[src/design/ifpbc_pkg.sv]
// ----------------------------------------------------------------------------
// ifpbc_pkg
// Shared types, constants and the bucket hash for the IPv4 flow counter.
// ----------------------------------------------------------------------------
package ifpbc_pkg;

   localparam int TABLE_ENTRIES = 1024;
   localparam int BUCKETS       = 2 * TABLE_ENTRIES;
   localparam int BKT_W         = $clog2(BUCKETS);
   localparam int SLOT_W        = $clog2(TABLE_ENTRIES);
   localparam int USED_W        = SLOT_W + 1;

   localparam logic [15:0] ETHERTYPE_IPV4    = 16'h0800;
   localparam logic [15:0] ETH_IP4_HDR_BYTES = 16'd34;

   typedef enum logic [1:0] {
      ST_SKIPPED  = 2'd0,
      ST_UPDATED  = 2'd1,
      ST_INSERTED = 2'd2,
      ST_FULL     = 2'd3
   } status_type;

   typedef struct packed {
      logic [15:0] captured_len;
      logic [15:0] ether_type;
      logic [31:0] src_addr;
      logic [31:0] dst_addr;
      logic        direction;
      logic [15:0] pkt_len;
   } req_type;

   typedef struct packed {
      status_type  status;
      logic [9:0]  slot;
      logic [63:0] packets_now;
      logic [63:0] bytes_now;
   } rsp_type;

   typedef struct packed {
      logic             skip;
      logic             direction;
      logic [63:0]      key;
      logic [15:0]      pkt_len;
      logic [BKT_W-1:0] hash;
   } job_type;

   typedef struct packed {
      logic              valid;
      logic              direction;
      logic [63:0]       key;
      logic [SLOT_W-1:0] slot;
      logic [63:0]       packets;
      logic [63:0]       bytes;
   } bucket_type;

   typedef enum logic [1:0] {
      BK_CLEAR,
      BK_IDLE,
      BK_READ,
      BK_CHECK
   } back_state_type;

   // Folds the key and direction onto the bucket index width by XOR.
   function automatic logic [BKT_W-1:0] bucket_hash(input logic [63:0] key,
                                                    input logic        dir);
      logic [64:0]      v;
      logic [BKT_W-1:0] h;
      v = {dir, key};
      h = '0;
      for (int i = 0; i < 65; i++) begin
         h[i % BKT_W] = h[i % BKT_W] ^ v[i];
      end
      return h;
   endfunction

endpackage

[src/design/ifpbc_front.sv]
// ----------------------------------------------------------------------------
// ifpbc_front
// Accepts requests, classifies them and queues them for the table engine.
// ----------------------------------------------------------------------------
module ifpbc_front (
   input  logic                clock,
   input  logic                reset,
   input  logic                req_valid,
   output logic                req_ready,
   input  ifpbc_pkg::req_type  req_data,
   output logic                job_valid,
   input  logic                job_pop,
   output ifpbc_pkg::job_type  job_data
);

   ifpbc_pkg::job_type q_ff [2];
   logic               wr_ptr_ff, wr_ptr_in;
   logic               rd_ptr_ff, rd_ptr_in;
   logic [1:0]         count_ff, count_in;
   ifpbc_pkg::job_type job_new;
   logic               push;
   logic               pop;

   always_comb begin
      job_new.skip      = (req_data.captured_len < ifpbc_pkg::ETH_IP4_HDR_BYTES) ||
                          (req_data.ether_type != ifpbc_pkg::ETHERTYPE_IPV4);
      job_new.direction = req_data.direction;
      job_new.key       = {req_data.src_addr, req_data.dst_addr};
      job_new.pkt_len   = req_data.pkt_len;
      job_new.hash      = ifpbc_pkg::bucket_hash(job_new.key, req_data.direction);
   end

   assign req_ready = (count_ff != 2'd2);
   assign job_valid = (count_ff != 2'd0);
   assign job_data  = q_ff[rd_ptr_ff];
   assign push      = req_valid && req_ready;
   assign pop       = job_pop && job_valid;

   always_comb begin
      wr_ptr_in = push ? ~wr_ptr_ff : wr_ptr_ff;
      rd_ptr_in = pop ? ~rd_ptr_ff : rd_ptr_ff;
      count_in  = count_ff + {1'b0, push} - {1'b0, pop};
   end

   always_ff @(posedge clock) begin
      if (reset) begin
         wr_ptr_ff <= 1'b0;
         rd_ptr_ff <= 1'b0;
         count_ff  <= 2'd0;
      end else begin
         wr_ptr_ff <= wr_ptr_in;
         rd_ptr_ff <= rd_ptr_in;
         count_ff  <= count_in;
      end
   end

   always_ff @(posedge clock) begin
      if (push) begin
         q_ff[wr_ptr_ff] <= job_new;
      end
   end

endmodule

[config.mk]
export PLATFORM = sky130hd
export DESIGN_NAME = ifpbc_front
export DESIGN_NICKNAME = d
export VERILOG_FILES = /design/src/design/ifpbc_pkg.sv /design/src/design/ifpbc_front.sv
export SDC_FILE = /design/constraint.sdc
export NUM_CORES = 1
export LEC_CHECK = 0
export BUFFER_PORTS_ARGS = -buffer_cell sky130_fd_sc_hd__buf_2
export CORE_MARGIN = 3
export CORE_UTILIZATION = 52
export CTS_CLUSTER_SIZE = 16
export DETAILED_ROUTE_END_ITERATION = 10
export HOLD_SLACK_MARGIN = 0.02
export PLACE_DENSITY = 0.81
export SLEW_MARGIN = 30
export SYNTH_ARGS = -nofsm -noshare
export SYNTH_HDL_FRONTEND = slang
export SYNTH_SLANG_ARGS = --single-unit
[constraint.sdc]
create_clock -name clock -period 5 [get_ports clock]
set_input_delay 0.5 -clock clock [delete_from_list [all_inputs] [get_ports clock]]
set_output_delay 0.5 -clock clock [all_outputs]
set_load 0.03 [all_outputs]
* After elaboration in Yosys (flattened, before gate mapping)
Memories as Yosys holds them, arrays and structs flattened. A register that Yosys moved wholly into a read port is not among the register bits.
Cells that the tools add are included.
** Operators by class
- $add $sub $neg :: 2
- Bitwise gates (word level) :: 56
- Equality and inequality tests :: 2
- Reductions and logical operators :: 4
- Muxes and demuxes :: 4
- $lt $le $gt $ge :: 1
** Operators with widths (count)
- 1-bit XOR :: 54
- 16-bit by 6-bit less-than comparator with 1-bit output, second input constant :: 1
- 16-bit by 12-bit inequality test with 1-bit output, second input constant :: 1
- 1-bit 2-to-1 mux :: 4
- 2-bit by 1-bit adder with 2-bit output :: 1
- 1-bit logical AND :: 2
- 2-bit inequality test, second input constant :: 1
- 1-bit inverter :: 2
- 2-bit nonzero test :: 1
- 2-bit by 1-bit subtractor with 2-bit output :: 1
- 1-bit logical OR :: 1
** Word-level totals
- Memory bits (writable) :: 186
- Logic and storage cells :: 73
- Memories :: 1
- Bits in registers :: 4
- Output and inout bits :: 95
** Memory list
- q_ff :: words 2, width 93, read ports 1, clocked after memory_dff 1, wr ports 1, RTL line ifpbc_front.sv:16 : ifpbc_pkg::job_type q_ff [2];

* Depth between registers and ports, before layout
Gate-level depths: netlist (run 1).
- Depth after elaboration :: 5
- Mapped depth :: 8
- Depth with buffers taken out :: 8

* Least setup slack after synthesis (run 1)
OpenSTA, ideal clock, no wires.
- Kind :: reg2reg
- From :: register count_ff[0]
- To :: memory q_ff[1][0] (netlist name), enable pin
- Arrival time :: 2982 ps
- Stages on the path, launching flop included :: 3
- Slack :: 1555 ps
- Clock period less this slack :: 3445 ps
- Setup time :: 463 ps
- Path buffers :: 0
- Path through :: dfxtp_1 -> nand2b_1 -> and3_1
** Between the ends
- Longest elaborated chain between the ends :: 4
** RTL lines
- from (decl) :: RTL line ifpbc_front.sv:19 : logic [1:0] count_ff, count_in;
- from (signal assigned) :: RTL line ifpbc_front.sv:53 : count_ff <= count_in;
- 2-bit inequality test :: RTL line ifpbc_front.sv:33 : assign req_ready = (count_ff != 2'd2);
- named net req_ready :: RTL line ifpbc_front.sv:9 : output logic req_ready,
- 1-bit logical AND :: RTL line ifpbc_front.sv:36 : assign push = req_valid && req_ready;
- 1-bit 2-to-1 mux :: RTL line ifpbc_front.sv:58 : if (push) begin
- 1-bit 2-to-1 mux (not written as such) :: RTL line ifpbc_front.sv:59 : q_ff[wr_ptr_ff] <= job_new;
- to (decl) :: RTL line ifpbc_front.sv:16
The timed path passes the listed nets, and every way through them passes these cells.

==> flow_metrics.tcl, run 1 <==
set metrics [dict create \
    status "complete, no violations" \
    syn_to_final_growth_pct 22.9 \
    synth_top_area_cell "edfxtp_1" \
    antenna_found_initial 2 \
    synth-seq-cells 191 \
    hold_viol_final 0 \
    die_h_microns 128 \
    power_switching_mw 1.74 \
    critPathKind "reg2out" \
    startpoint_type "flip-flop" \
    cts.clk_slew.worst_paths_ps 70 \
    pre_cts_ws_ps 2610 \
    comb_power_share_pct 33.9 \
    num_rows 44 \
    worstPathRequired_ps 4500 \
    setup_violations 0 \
    final_common_cell "buf_2" \
    start_util_pct 53.2 \
    peakVddDrop_uv 482 \
    cp-end-kind "output port" \
    clk-insertion-delay-late_ps 420 \
    min_period_over_period_pct 56.2 \
    wl_mm 14.0 \
    ant_nets 0 \
    vias 4038 \
    drt_iter0_markers 240 \
    vias_per_cell 5.07 \
    cts_tree "yes" \
    grt_setup_unrepaired "false" \
    cts_sinks 191 \
    io_buffers 210 \
    powerDensity_nw_per_um2 546 \
    top_level_ports 212 \
    grt_pass1_wl_mm 21.6 \
    timing.final.ws_setup_ps 2190 \
    pwr-share-clk_pct 24.0 \
    clockBufferDepth 2 \
    core_sq_um 14600 \
    grt_max_degree 50 \
    syn_area_per_cell_sq_um 20.5 \
    netlist_area_sq_um 7760 \
    yosysTopAreaCellShare_pct 71.9 \
    finClkSkew_ps 6.28 \
    synth_seq_area_share_pct 73.2 \
    maxSlewViolCount 0 \
    grt_pass1_vias 4266 \
    overflow 0 \
    cap_violations 0 \
    nNetsFinal 719 \
    routabilityCongestion 0.841 \
    cellInternalPower_mw 3.46 \
    power.share.switching_pct 33.5 \
    path_max_fanout 49 \
    chipWidth_microns 128 \
    drive_gt1_share_pct 55.1 \
    min_path_type "in2reg" \
    cts_buffers 17 \
    hpwl_mm 9.93 \
    holdBufCountCts 0 \
    synthCells 378 \
    first_pass_iters 4 \
    power_leakage_nw 3.67 \
    final_cell_mix "buf_2 (210), edfxtp_1 (186), mux2_4 (70), xnor2_1 (45), mux2_2 (23)" \
    remaining_drc_errors 0 \
    min_period_ps 2810 \
    htreeDepth 4 \
    cts-root-buf "clkbuf_16" \
    crit_arrival_ps 2310 \
    setup_tns_ps 0 \
    power_frac_seq_pct 42.1 \
    worstMarginPinSlew_ps 785 \
    grt_use_total_pct 17.4 \
    routedWlPerCell_microns 17.6 \
    relSlewSlack_pct 47.6 \
    dieArea_sq_um 16400 \
    cts-resized-gates 0 \
    yosysWarnings 0 \
    syn_nets 497 \
    ys_types 28 \
    synth_area_leaders "edfxtp_1 (72%), mux2_4 (14%), xnor2_1 (5.1%)" \
    clock.fmax_mhz 356 \
    diodes 0 \
    cts_setup_buffers 0 \
]
worst paths after layout:
path | from | to | slack [ps] | depth (start not counted)
hold / removal | req_data[12] | q_ff[1][23] | 270 | 1
setup reg to reg | count_ff[0] | q_ff[1][14] | 2720 | 3
hold reg to reg | count_ff[1] | count_ff[1] | 540 | 2
setup / recovery | flip-flop | job_data[1] | 2190 | 3
final cells by class:
type	count	area, sq um
Tap cell	184	230
Multi-Input combinational cell	175	1980
Sequential cell	191	5690
Timing Repair Buffer	213	1090
Clock buffer	21	440
Clock inverter	11	108
Fill cell	1021	5040
Inverter	2	10.0
worst max-delay path, stage by stage, from the launching register on:
cell     delay (ps)
dfxtp_4         850
buf_12          410
mux2_2          380
buf_2           180
cell usage after synthesis:
cell type and n:
edfxtp_1 186, mux2_4 70, xnor2_1 45, mux2_2 23, xor2_1 11, buf_6 7, dfxtp_1 5, nor4_1 5
nor2_1 4, buf_2 2, ha_1 2, inv_1 2, a21bo_2 1, a21oi_1 1, a41o_1 1, and2_1 1
and3_1 1, buf_4 1, nand2_1 1, nand2b_1 1, nand3b_1 1, nand4_1 1, nor2b_1 1, nor3_1 1
nor4b_1 1, o21a_1 1, o41ai_1 1, or2_2 1
flip-flops by register name (all words and copies together) (netlist names), named ones only:
name	flops
rd_ptr_ff	1
count_ff	2
wr_ptr_ff	1
q_ff	186
per-layer routing:
layer  track usage [%]  wire, microns
met5                 0             28
met4              8.80            448
met3              6.08           1020
met2              28.5           6970
met1              20.4           5570
power by group through the flow:
stage | registers, mW | clock network [mW] | logic (mW)
3_3_place_gp | 2.21 | 0 | 1.76
3_5_place_dp | 2.23 | 0 | 1.79
6_report | 2.19 | 1.25 | 1.76
2_1_floorplan | 2.16 | 0 | 1.43
5_1_grt | 2.22 | 1.34 | 1.87
4_1_cts | 2.20 | 1.28 | 1.79
cells by family (layout without fill, tap and decap cells):
family,Yosys count,count (layout),share of synthesized area (%)
compound gates,5,5,0.532
xor+xnor,56,56,6.32
fa+ha+maj,2,2,0.322
buf+inv,12,247,1.34
flops,191,191,73.2
mux,93,93,16.9
simple gates,19,19,1.40
stage by stage:
stage	instance area (sq um)	hold slack, ps	util [%]	cells	total power, mW
2_1_floorplan	7760	481	-	378	3.59
3_3_place_gp	9000	498	61.7	765	3.97
3_5_place_dp	9000	527	61.7	765	4.02
4_1_cts	9540	238	65.4	797	5.27
5_1_grt	9540	242	65.4	797	5.44
6_report	9540	266	65.4	797	5.21
(Power assumes the default switching activity.)
==> run 2: changes to the inputs <==
--- a/config.mk
+++ b/config.mk
@@ -7,11 +7,11 @@
 export LEC_CHECK = 0
 export BUFFER_PORTS_ARGS = -buffer_cell sky130_fd_sc_hd__buf_2
 export CORE_MARGIN = 3
-export CORE_UTILIZATION = 52
+export CORE_UTILIZATION = 47
 export CTS_CLUSTER_SIZE = 16
 export DETAILED_ROUTE_END_ITERATION = 10
 export HOLD_SLACK_MARGIN = 0.02
-export PLACE_DENSITY = 0.81
+export PLACE_DENSITY = 0.78
 export SLEW_MARGIN = 30
 export SYNTH_ARGS = -nofsm -noshare
 export SYNTH_HDL_FRONTEND = slang
==> constraint.sdc (replaced) <==
create_clock -name clock -period 2.37 [get_ports clock]
set_input_delay 0.237 -clock clock [delete_from_list [all_inputs] [get_ports clock]]
set_output_delay 0.237 -clock clock [all_outputs]
set_load 0.03 [all_outputs]
==> run 2 against run 1 <==
Sequential cell count unchanged. Cell area increased by 7.4%. Global-route usage decreased by 0.88 points. Critical path depth unchanged. Sequential share of layout area decreased by 4.1 points. Via count increased by 6.1%. Non-clock buffer count increased by 58. Largest power group unchanged.
==> flow_metrics.tcl, run 2 (synthesis results as in run 1) <==
set metrics [dict create \
    status "complete, no violations" \
    num_rows 46 \
    relSlewSlack_pct 69.4 \
    crit_buf_inv 2 \
    critPathTopFamily "buffers and inverters" \
    core_sq_um 16000 \
    vias_per_cell 4.83 \
    cts-resized-gates 0 \
    holdBufCountCts 54 \
    diodes 0 \
    setup_tns_ps 0 \
    r2r_cells 4 \
    cp.depth 3 \
    startpoint_type "flip-flop" \
    r2r-start "count_ff[0]" \
    min_period_ps 1970 \
    cts_tree "yes" \
    worstMarginPinSlew_ps 458 \
    cts_buffers 17 \
    cts_sinks 191 \
    power_leakage_nw 3.96 \
    rrSetupSlack_ps 650 \
    critPathKind "reg2out" \
    cap_violations 0 \
    final_common_cell "buf_2" \
    die_h_microns 135 \
    syn_to_final_growth_pct 32.0 \
    reg2reg_to "q_ff[0][53]" \
    vias 4285 \
    crit_chain "buf_12 > mux2_2 > buf_2" \
    antenna_found_initial 0 \
    grt_use_total_pct 16.5 \
    clock.fmax_mhz 508 \
    hold_viol_final 0 \
    seqCellArea_sq_um 5690 \
    powerDensity_nw_per_um2 1110 \
    worstPathRequired_ps 2130 \
    htreeDepth 4 \
    fillers 1158 \
    min_path_type "in2reg" \
    grt_setup_unrepaired "false" \
    start_util_pct 48.5 \
    drive_gt1_share_pct 51.6 \
    finClkSkew_ps 6.06 \
    routedWlPerCell_microns 17.0 \
    remaining_drc_errors 0 \
    cts_setup_buffers 0 \
    overflow 0 \
    peakVddDrop_uv 589 \
    nNetsFinal 777 \
    clk-insertion-delay-late_ps 410 \
    maxSlewViolCount 0 \
    min_period_over_period_pct 83.1 \
    cts-root-buf "clkbuf_16" \
    crit_slowest_cell "mux2_2" \
    wl_mm 15.1 \
    ant_nets 0 \
    top_level_ports 212 \
    finalPower_mw 11.4 \
    highest_layer "met4" \
    met3_length_microns 729 \
    cp-end-kind "output port" \
    slowest_delay_ps 390 \
    drt_iter0_markers 210 \
    path_max_fanout 51 \
    grt_max_degree 52 \
    holdPathStages 1 \
    first_pass_iters 4 \
    final_cell_mix "buf_2 (210), edfxtp_1 (186), mux2_4 (70), dlygate4sd3_1 (54), xnor2_1 (45)" \
    reg_top3 "q_ff x186, count_ff x2" \
    largest_reg_flops 186 \
    hold_path_end "q_ff[1][33]" \
    grt_pass1_vias 4631 \
    clockBufferDepth 2 \
    crit_arrival_ps 1730 \
    dieArea_sq_um 18100 \
    setup_violations 0 \
    hpwl_mm 10.0 \
    wl_met2_mm 8.28 \
    grt_pass1_wl_mm 23.0 \
    chipWidth_microns 135 \
    routabilityCongestion 0.802 \
    met1_length_mm 5.73 \
    multi_input_area_sq_um 1990 \
    regMostFlops "q_ff" \
    io_buffers 210 \
    cts.clk_slew.worst_paths_ps 70 \
    min_from "req_data[23]" \
]
-- run 2: cell types whose count changed in the layout (fill, tap and decap cells not counted), moves of 2 or more --
cell / previous run / this run
dfxtp_1: 4 / 2
clkinv_1: 1 / 3
clkbuf_1: 4 / 1
dfxtp_2: 0 / 2
inv_6: 4 / 2
buf_12: 1 / 4
clkinv_4: 0 / 4
dlygate4sd3_1: 0 / 54
bufinv_16: 1 / 3
-- run 2: worst max-delay path by stage --
| stage | start | to | slack [ps] |
|---|---|---|---|
| after CTS | flip-flop | job_data[10] | 380 |
| after global placement | count_ff[0] | q_ff[0][16] | 670 |
| final | flip-flop | job_data[10] | 400 |
| after detailed placement | count_ff[0] | q_ff[0][18] | 600 |
| after floorplan | count_ff[0] | q_ff[0][0] | -60 |
| after global routing | flip-flop | job_data[8] | 350 |
-- run 2: worst register-to-register path, delay by kind of cell, from the launching register on --
family	cells	cell delay, ps
buffers and inverters	2	790
DFF	1	340
and+or+nand+nor	2	300
-- run 2: through the flow --
step | instances | hold slack (ps) | utilization (%) | setup WS (ps) | area (sq um)
after floorplan | 378 | 301 | - | -61.4 | 7780
after global placement | 801 | 425 | 57.0 | 668 | 9110
after detailed placement | 801 | 428 | 57.0 | 601 | 9110
after CTS | 887 | 20.9 | 64.1 | 385 | 10300
after global routing | 887 | 23.1 | 64.1 | 347 | 10300
final | 887 | 38.1 | 64.1 | 400 | 10300
-- run 2: where the power goes --
| group | switching (mW) | internal (mW) |
|---|---|---|
| logic | 2.41 | 1.61 |
| registers | 0.146 | 4.35 |
| clock network | 1.18 | 1.66 |
-- run 2: area by class of cell --
class / instances / area share (%)
clock buffer: 18 / 4.19
clock inverter: 14 / 1.62
inverter: 2 / 0.110
multi-input combinational: 175 / 19.4
sequential: 191 / 55.5
tap: 216 / 2.64
timing repair buffer: 271 / 16.5
-- run 2: routing by layer --
| metal | up-vias | GRT usage, % |
|---|---|---|
| met5 | - | 0 |
| met4 | 0 | 7.24 |
| met3 | 25 | 3.76 |
| met2 | 126 | 30.3 |
| met1 | 2115 | 18.5 |
| li1 | 2019 | - |
